### src/rtl/jsu_pkg.sv
// shared types, codes and helpers for the json string unescape block
package jsu_pkg;

  // result bundle sizing: one input byte gives at most four results
  localparam int MaxResults = 4;
  localparam int IdxW       = 2;
  localparam int CntW       = 3;

  // parse modes
  localparam logic [1:0] ModeIdle    = 2'd0;
  localparam logic [1:0] ModeContent = 2'd1;
  localparam logic [1:0] ModeEscape  = 2'd2;
  localparam logic [1:0] ModeHex     = 2'd3;

  // status codes
  localparam logic [2:0] StatBusy      = 3'd0;
  localparam logic [2:0] StatDone      = 3'd1;
  localparam logic [2:0] StatBadOpen   = 3'd2;
  localparam logic [2:0] StatBadEscape = 3'd3;
  localparam logic [2:0] StatBadHex    = 3'd4;
  localparam logic [2:0] StatNoClose   = 3'd5;

  // characters of interest
  localparam logic [7:0] CharQuote     = 8'h22;
  localparam logic [7:0] CharBackslash = 8'h5C;
  localparam logic [7:0] CharSlash     = 8'h2F;
  localparam logic [7:0] CharB         = 8'h62;
  localparam logic [7:0] CharF         = 8'h66;
  localparam logic [7:0] CharN         = 8'h6E;
  localparam logic [7:0] CharR         = 8'h72;
  localparam logic [7:0] CharT         = 8'h74;
  localparam logic [7:0] CharU         = 8'h75;
  localparam logic [7:0] CtrlMax       = 8'h1F;

  // one result item
  typedef struct packed {
    logic [7:0] out_byte;
    logic       byte_valid;
    logic [2:0] status;
    logic       had_control_char;
  } result_t;

  // all results caused by one input byte, in order
  typedef struct packed {
    result_t [MaxResults-1:0] res;
    logic [CntW-1:0]          count;
  } bundle_t;

  // decoded content byte
  function automatic result_t byte_res(input logic [7:0] b);
    result_t r;
    r.out_byte         = b;
    r.byte_valid       = 1'b1;
    r.status           = StatBusy;
    r.had_control_char = 1'b0;
    return r;
  endfunction

  // terminal status result
  function automatic result_t status_res(input logic [2:0] st, input logic ctl);
    result_t r;
    r.out_byte         = 8'h00;
    r.byte_valid       = 1'b0;
    r.status           = st;
    r.had_control_char = ctl;
    return r;
  endfunction

endpackage

### src/rtl/json_string_unescape_core.sv
// top level of the json string literal unescaper
//
//  channel  | handshake                  | payload
//  ---------+----------------------------+----------------------------------------------
//  item     | item_valid / item_ready    | in_byte, end_of_input
//  result   | result_valid / result_ready| out_byte, byte_valid, status,
//           |                            | had_control_char, last
//
// one input byte per cycle enters while the bundle register has room; results leave
// at one per cycle while result_ready is high; a byte's first result is presented once the
// byte has passed the input register and been decoded into the bundle register
// a byte that yields several results holds the bundle register until its last result is
// taken, and the next byte decodes as that last result transfers; bytes with no result pass
// without loading the bundle register; rst is synchronous and returns the parser to awaiting an opening quote
// a stall on result_ready backs up through the bundle and input registers
module json_string_unescape_core (
  input  logic       clk,
  input  logic       rst,
  input  logic       item_valid,
  output logic       item_ready,
  input  logic [7:0] in_byte,
  input  logic       end_of_input,
  output logic       result_valid,
  input  logic       result_ready,
  output logic [7:0] out_byte,
  output logic       byte_valid,
  output logic [2:0] status,
  output logic       had_control_char,
  output logic       last
);
  import jsu_pkg::*;

  logic       held_valid;
  logic [7:0] held_byte;
  logic       held_eoi;
  logic       can_load;
  logic       fire;
  bundle_t    bundle;

  // decode advances when a byte is held and the bundle register has room
  assign fire = held_valid && can_load;

  jsu_in_reg u_in (
    .clk          (clk),
    .rst          (rst),
    .item_valid   (item_valid),
    .item_ready   (item_ready),
    .in_byte      (in_byte),
    .end_of_input (end_of_input),
    .take         (fire),
    .held_valid   (held_valid),
    .held_byte    (held_byte),
    .held_eoi     (held_eoi)
  );

  jsu_decode u_dec (
    .clk      (clk),
    .rst      (rst),
    .fire     (fire),
    .cur_byte (held_byte),
    .cur_eoi  (held_eoi),
    .bundle   (bundle)
  );

  jsu_out_buf u_out (
    .clk              (clk),
    .rst              (rst),
    .load             (fire),
    .bundle_in        (bundle),
    .can_load         (can_load),
    .result_valid     (result_valid),
    .result_ready     (result_ready),
    .out_byte         (out_byte),
    .byte_valid       (byte_valid),
    .status           (status),
    .had_control_char (had_control_char),
    .last             (last)
  );

endmodule

### src/rtl/jsu_in_reg.sv
// input register stage holding one accepted byte
module jsu_in_reg (
  input  logic       clk,
  input  logic       rst,
  input  logic       item_valid,
  output logic       item_ready,
  input  logic [7:0] in_byte,
  input  logic       end_of_input,
  input  logic       take,
  output logic       held_valid,
  output logic [7:0] held_byte,
  output logic       held_eoi
);
  import jsu_pkg::*;

  logic held;

  // room when empty or when the held byte moves on this cycle
  assign item_ready = !held || take;
  assign held_valid = held;

  // control flag
  always_ff @(posedge clk) begin
    if (rst) begin
      held <= 1'b0;
    end else if (item_ready) begin
      held <= item_valid;
    end
  end

  // payload
  always_ff @(posedge clk) begin
    if (item_valid && item_ready) begin
      held_byte <= in_byte;
      held_eoi  <= end_of_input;
    end
  end

endmodule

### src/rtl/jsu_decode.sv
// parser state and one-byte decode into a result bundle
module jsu_decode (
  input  logic           clk,
  input  logic           rst,
  input  logic           fire,
  input  logic [7:0]     cur_byte,
  input  logic           cur_eoi,
  output jsu_pkg::bundle_t bundle
);
  import jsu_pkg::*;

  logic [1:0]  parse_mode, parse_mode_next;
  logic [1:0]  hex_count, hex_count_next;
  logic [15:0] code_point, code_point_next;
  logic        control_seen, control_seen_next;

  logic        hex_ok;
  logic [3:0]  nibble_val;
  logic [15:0] cp_shift;
  logic        terminal;
  logic [CntW-1:0] n;

  // hex digit recognizer, both letter cases
  always_comb begin
    hex_ok     = 1'b1;
    nibble_val = 4'd0;
    if (cur_byte >= 8'h30 && cur_byte <= 8'h39) begin
      nibble_val = 4'(cur_byte - 8'h30);
    end else if (cur_byte >= 8'h61 && cur_byte <= 8'h66) begin
      nibble_val = 4'(cur_byte - 8'h57);
    end else if (cur_byte >= 8'h41 && cur_byte <= 8'h46) begin
      nibble_val = 4'(cur_byte - 8'h37);
    end else begin
      hex_ok = 1'b0;
    end
  end

  assign cp_shift = {code_point[11:0], nibble_val};

  // mode update and result generation
  always_comb begin
    parse_mode_next   = parse_mode;
    hex_count_next    = hex_count;
    code_point_next   = code_point;
    control_seen_next = control_seen;
    terminal          = 1'b0;
    n                 = '0;
    bundle            = '0;

    unique case (parse_mode)
      ModeIdle: begin
        if (cur_byte == CharQuote) begin
          parse_mode_next   = ModeContent;
          control_seen_next = 1'b0;
        end else begin
          bundle.res[n[IdxW-1:0]] = status_res(StatBadOpen, control_seen);
          n        = n + 1'b1;
          terminal = 1'b1;
        end
      end
      ModeContent: begin
        if (cur_byte == CharQuote) begin
          bundle.res[n[IdxW-1:0]] = status_res(StatDone, control_seen);
          n        = n + 1'b1;
          terminal = 1'b1;
        end else if (cur_byte == CharBackslash) begin
          parse_mode_next = ModeEscape;
        end else begin
          if (cur_byte <= CtrlMax) control_seen_next = 1'b1;
          bundle.res[n[IdxW-1:0]] = byte_res(cur_byte);
          n = n + 1'b1;
        end
      end
      ModeEscape: begin
        parse_mode_next = ModeContent;
        if (cur_byte == CharQuote || cur_byte == CharBackslash ||
            cur_byte == CharSlash) begin
          bundle.res[n[IdxW-1:0]] = byte_res(cur_byte);
          n = n + 1'b1;
        end else if (cur_byte == CharB) begin
          bundle.res[n[IdxW-1:0]] = byte_res(8'h08);
          n = n + 1'b1;
        end else if (cur_byte == CharF) begin
          bundle.res[n[IdxW-1:0]] = byte_res(8'h0C);
          n = n + 1'b1;
        end else if (cur_byte == CharN) begin
          bundle.res[n[IdxW-1:0]] = byte_res(8'h0A);
          n = n + 1'b1;
        end else if (cur_byte == CharR) begin
          bundle.res[n[IdxW-1:0]] = byte_res(8'h0D);
          n = n + 1'b1;
        end else if (cur_byte == CharT) begin
          bundle.res[n[IdxW-1:0]] = byte_res(8'h09);
          n = n + 1'b1;
        end else if (cur_byte == CharU) begin
          parse_mode_next = ModeHex;
          hex_count_next  = 2'd0;
          code_point_next = 16'h0000;
        end else begin
          bundle.res[n[IdxW-1:0]] = status_res(StatBadEscape, control_seen);
          n        = n + 1'b1;
          terminal = 1'b1;
        end
      end
      ModeHex: begin
        if (!hex_ok) begin
          bundle.res[n[IdxW-1:0]] = status_res(StatBadHex, control_seen);
          n        = n + 1'b1;
          terminal = 1'b1;
        end else if (hex_count != 2'd3) begin
          hex_count_next  = hex_count + 2'd1;
          code_point_next = cp_shift;
        end else begin
          // utf-8 encode of the finished code point
          if (cp_shift[15:7] == '0) begin
            bundle.res[n[IdxW-1:0]] = byte_res(cp_shift[7:0]);
            n = n + 1'b1;
          end else if (cp_shift[15:11] == '0) begin
            bundle.res[n[IdxW-1:0]] = byte_res({3'b110, cp_shift[10:6]});
            n = n + 1'b1;
            bundle.res[n[IdxW-1:0]] = byte_res({2'b10, cp_shift[5:0]});
            n = n + 1'b1;
          end else begin
            bundle.res[n[IdxW-1:0]] = byte_res({4'b1110, cp_shift[15:12]});
            n = n + 1'b1;
            bundle.res[n[IdxW-1:0]] = byte_res({2'b10, cp_shift[11:6]});
            n = n + 1'b1;
            bundle.res[n[IdxW-1:0]] = byte_res({2'b10, cp_shift[5:0]});
            n = n + 1'b1;
          end
          parse_mode_next = ModeContent;
          hex_count_next  = 2'd0;
          code_point_next = 16'h0000;
        end
      end
      default: begin
        parse_mode_next = ModeIdle;
      end
    endcase

    // input ran out inside a literal
    if (!terminal && cur_eoi && parse_mode_next != ModeIdle) begin
      bundle.res[n[IdxW-1:0]] = status_res(StatNoClose, control_seen_next);
      n        = n + 1'b1;
      terminal = 1'b1;
    end

    // any terminal status returns the parser to reset
    if (terminal) begin
      parse_mode_next   = ModeIdle;
      hex_count_next    = 2'd0;
      code_point_next   = 16'h0000;
      control_seen_next = 1'b0;
    end

    bundle.count = n;
  end

  // parser state
  always_ff @(posedge clk) begin
    if (rst) begin
      parse_mode   <= ModeIdle;
      hex_count    <= 2'd0;
      code_point   <= 16'h0000;
      control_seen <= 1'b0;
    end else if (fire) begin
      parse_mode   <= parse_mode_next;
      hex_count    <= hex_count_next;
      code_point   <= code_point_next;
      control_seen <= control_seen_next;
    end
  end

  // digits are only collected inside a unicode escape
  a_hex_count_mode: assert property (@(posedge clk) disable iff (rst)
    hex_count != 2'd0 |-> parse_mode == ModeHex)
    else $error("hex count nonzero outside hex mode");

  a_code_point_mode: assert property (@(posedge clk) disable iff (rst)
    code_point != 16'h0000 |-> parse_mode == ModeHex)
    else $error("code point held outside hex mode");

  // control flag never survives to idle
  a_idle_clean: assert property (@(posedge clk) disable iff (rst)
    parse_mode == ModeIdle |-> !control_seen)
    else $error("control flag set while idle");

endmodule

### src/rtl/jsu_out_buf.sv
// result bundle register and one-per-cycle result serializer, held while result_ready is low
module jsu_out_buf (
  input  logic             clk,
  input  logic             rst,
  input  logic             load,
  input  jsu_pkg::bundle_t bundle_in,
  output logic             can_load,
  output logic             result_valid,
  input  logic             result_ready,
  output logic [7:0]       out_byte,
  output logic             byte_valid,
  output logic [2:0]       status,
  output logic             had_control_char,
  output logic             last
);
  import jsu_pkg::*;

  bundle_t         bundle;
  logic [CntW-1:0] cnt;
  logic [IdxW-1:0] idx;
  logic            is_last;
  logic            take;
  result_t         cur;

  assign result_valid = (cnt != '0);
  assign is_last      = ({1'b0, idx} == cnt - CntW'(1));
  assign take         = result_valid && result_ready;
  assign can_load     = !result_valid || (take && is_last);

  // current result
  assign cur              = bundle.res[idx];
  assign out_byte         = cur.out_byte;
  assign byte_valid       = cur.byte_valid;
  assign status           = cur.status;
  assign had_control_char = cur.had_control_char;
  assign last             = is_last;

  // count and index
  always_ff @(posedge clk) begin
    if (rst) begin
      cnt <= '0;
      idx <= '0;
    end else if (load && can_load && bundle_in.count != '0) begin
      cnt <= bundle_in.count;
      idx <= '0;
    end else if (take) begin
      if (is_last) begin
        cnt <= '0;
        idx <= '0;
      end else begin
        idx <= idx + IdxW'(1);
      end
    end
  end

  // bundle payload
  always_ff @(posedge clk) begin
    if (load && can_load && bundle_in.count != '0) begin
      bundle <= bundle_in;
    end
  end

  a_cnt_range: assert property (@(posedge clk) disable iff (rst)
    cnt <= CntW'(MaxResults))
    else $error("bundle count out of range");

  a_idx_in_bundle: assert property (@(posedge clk) disable iff (rst)
    cnt != '0 |-> {1'b0, idx} < cnt)
    else $error("result index beyond bundle");

  a_stall_hold: assert property (@(posedge clk) disable iff (rst)
    result_valid && !result_ready |=> cnt == $past(cnt) && idx == $past(idx))
    else $error("bundle moved while stalled");

endmodule

### config.mk
export PLATFORM = sky130hd
export DESIGN_NAME = json_string_unescape_core
export DESIGN_NICKNAME = d
export VERILOG_FILES = /design/src/rtl/jsu_pkg.sv /design/src/rtl/json_string_unescape_core.sv /design/src/rtl/jsu_in_reg.sv /design/src/rtl/jsu_decode.sv /design/src/rtl/jsu_out_buf.sv
export SDC_FILE = /design/constraint.sdc
export NUM_CORES = 1
export LEC_CHECK = 0
export BUFFER_PORTS_ARGS = -buffer_cell sky130_fd_sc_hd__clkbuf_2
export CAP_MARGIN = 10
export CORE_MARGIN = 2
export CORE_UTILIZATION = 47
export CTS_BUF_LIST = sky130_fd_sc_hd__clkbuf_2
export CTS_CLUSTER_DIAMETER = 200
export CTS_CLUSTER_SIZE = 10
export DETAILED_ROUTE_END_ITERATION = 10
export GPL_TIMING_DRIVEN = 0
export PLACE_DENSITY = 0.65
export SLEW_MARGIN = 40
export SYNTH_ARGS = -nofsm -noshare
export SYNTH_HDL_FRONTEND = slang
export SYNTH_SLANG_ARGS = --single-unit
### constraint.sdc
create_clock -name clk -period 4.6 [get_ports clk]
set_input_delay 0.23 -clock clk [delete_from_list [all_inputs] [get_ports clk]]
set_output_delay 0.23 -clock clk [all_outputs]
set_load 0.1 [all_outputs]
==> metrics.cfg <==
[outcome]
status = complete, no violations

[hold_path]
min_path_type = in -> reg
min_path_cells = 4
hold_start = result_ready
min_to = u_out.idx[0]$_SDFFE_PP0P_

[yosys]
synth_area_leader_cell = edfxtp_1
netlist_instances = 368
ys_types = 65
synthArstFlopShare_pct = 0
synth_area_mm2 = 0.00369
synth_top_cell_area_share_pct = 34.2
seq_area_frac_synth_pct = 46.6
syn_avg_cell_area_um2 = 10.0
synth.yosys.warnings = 0
ys_seq_elements = 65
synth_edf_count = 42
syn_nets = 392
synth_ff_type = edfxtp_1
synthTopCellsByArea = edfxtp_1 (34%), dfxtp_1 (12%), nand2_1 (3.8%)

[floorplan]
die_width_um = 92.6
num_rows = 32
io_pins = 29
dieHeight_um = 92.6
start_util_pct = 48.0
die_area_mm2 = 0.00858
core_mm2 = 0.00769

[finish]
final_cell_mix = edfxtp_1 (42), nand2_1 (37), clkbuf_2 (37)
mostFrequentLayoutCell = edfxtp_1
syn_to_final_growth_pct = 13.4
drive_gt1_share_pct = 19.3
fin_nets = 443
n_antenna_cell = 0

[global_route]
grt_usage_pct = 21.6
grt_overflow = 0
grt_max_degree = 15
antenna_found_initial = 0
grt_pass1_vias = 2930
grt_pass1_wl_mm = 14.4

[critical_path]
reg2reg_from = u_in.held_byte[7]$_DFFE_PP_
start_kind = flop
reg2reg_setup_slack_ns = 0.60
worstPathRequired_ns = 4.84
path_max_fanout = 14
arrival_ns = 4.24
reg2regPathDepth = 11
end_kind = flop
r2r-end = u_out.bundle[5]$_DFFE_PP_
worstSetupPathType = reg -> reg

[timing]
relSlewSlack_pct = 55.1
skew_ns = 0.0243
tns_ns = 0
max_freq_mhz = 250
maxSlewViolCount = 0
hold_ws_ns = 0.0717
post-route-period-util_pct = 87.0
hold_viol = 0
rsz0062_at_grt = no
setup_viol = 0
worst_pin_slew_ns = 0.668
period_minus_slack_ns = 4.00

[detailed_routing]
drc = 0
first_iter_violations = 211
wl_per_cell_um = 16.3
wirelength_mm = 8.59
vias = 2966
vias_per_cell = 5.64
postRouteAntennaNets = 0
firstDrtPassIters = 4

[clock_tree]
insertion_delay_ns = 0.53
cts_sinks = 65
clock_tree.root_cell = clkbuf_2
post_cts_buffers = 0
clk_path_buf_depth = 2
clk_pin_slew_ns = 0.20
numCtsBuffers = 9
cts_tree = done
htreeDepth = 3

[placement]
gp_congestion = 0.937
io_buffers = 28
hpwl_mm = 6.32

[pwr]
ir_drop_mv = 0.108
leakagePower_nw = 1.58
p_per_area_mw_per_mm2 = 266

[flow_run]
drv_cap = 0

[cell families after synthesis]
family                     after synthesis  synth area share [%]
DFF                                     65                  46.6
buffers and inverters                   35                  4.07
and+or+nand+nor                        144                  21.9
muxes                                   18                  6.00
xor gates and xnor gates                 9                  2.13
AOI/OAI and AO/OA                       86                  15.5
adders and majority gates               11                  3.73
[worst max-delay path by stage]
stage                                  to  slack [ns]                        start  depth (start not counted)
4_1_cts         u_out.bundle[5]$_DFFE_PP_        0.57  u_in.held_byte[7]$_DFFE_PP_                         11
6_report        u_out.bundle[5]$_DFFE_PP_        0.60  u_in.held_byte[7]$_DFFE_PP_                         11
3_5_place_dp   u_out.bundle[22]$_DFFE_PP_        0.60  u_in.held_byte[7]$_DFFE_PP_                         10
3_3_place_gp   u_out.bundle[26]$_DFFE_PP_        0.11  u_in.held_byte[0]$_DFFE_PP_                         10
5_1_grt         u_out.bundle[5]$_DFFE_PP_        0.29  u_in.held_byte[0]$_DFFE_PP_                         11
2_1_floorplan  u_out.bundle[10]$_DFFE_PP_        0.81  u_in.held_byte[7]$_DFFE_PP_                          9
[flip-flops by register name (all words and copies together), names as in the netlist]
name / cells
u_out.bundle: 33
u_dec.code_point: 12
u_in.held_byte: 8
u_out.cnt: 3
u_dec.hex_count: 2
u_dec.parse_mode: 2
u_out.idx: 2
u_dec.control_seen: 1
u_in.held_eoi: 1
u_in.held_valid: 1
[per-layer routing]
layer | vias up | global-route usage, % | wire length, um
met3 | 11 | 3.91 | 358
met2 | 71 | 35.7 | 4020
met5 | - | 0 | 0
met4 | 0 | 7.48 | 136
li1 | 1462 | - | -
met1 | 1422 | 28.8 | 4070
[where the power goes]
part / switching (mW) / internal (mW) / total [mW] / leakage, nW
Combinational: 0.125 / 0.0454 / 0.171 / 0.946
Clock: 0.221 / 0.0696 / 0.291 / 0.0557
Sequential: 0.0110 / 0.641 / 0.652 / 0.579
Total: 0.358 / 0.756 / 1.11 / 1.58
[cell type report]
| class | instances | area (um^2) |
|---|---|---|
| inverter | 15 | 56.3 |
| timing repair buffer | 40 | 259 |
| sequential | 65 | 1720 |
| fill | 730 | 3500 |
| clock inverter | 7 | 46.3 |
| clock buffer | 9 | 45.0 |
| tap | 102 | 128 |
| multi-input combinational | 268 | 1840 |
| buffer | 20 | 93.8 |
[critical path, cell delays in order, from the launching register on]
cell      delay (ns)
edfxtp_1        0.57
or3b_1          0.41
buf_2           0.17
nor4_4          0.56
nor2_2          0.13
nor3b_4         0.48
nand2_4         0.12
inv_2           0.11
ha_1            0.19
and4bb_2        0.25
nor3_4          0.42
buf_4           0.32
[synth_stat cells (4+ instances only)]
master / count
buf_2: 12
xor2_1: 5
edfxtp_1: 42
inv_1: 13
nand2_1: 37
nor2_1: 29
nor2b_1: 6
xnor2_1: 4
nor4_1: 4
mux2i_1: 12
dfxtp_1: 23
o21ai_0: 20
and2_1: 7
nand3_1: 9
nor3b_1: 4
and3_1: 7
ha_1: 11
a22o_1: 12
a21oi_1: 21
clkbuf_1: 6
a22oi_1: 4
nand2b_1: 8
nor3_1: 7
a211oi_1: 5
[metrics by stage]
step	cell area (um^2)	utilization (%)	worst slack, ns	total power [mW]	instances
after floorplan	3690	-	0.814	0.792	368
after global placement	3960	51.5	0.109	0.824	498
after detailed placement	3990	51.9	0.605	0.829	500
after CTS	4180	54.4	0.566	1.12	526
after global routing	4190	54.5	0.290	1.15	526
final	4190	54.5	0.598	1.11	526
[what timing repair did]
| action | CTS | global route |
|---|---|---|
| hold endpoints to repair | 10 | 0 |
| resized for setup | 0 | 0 |
| hold buffers | 10 | 0 |
Power figures use the tool's default switching activity.
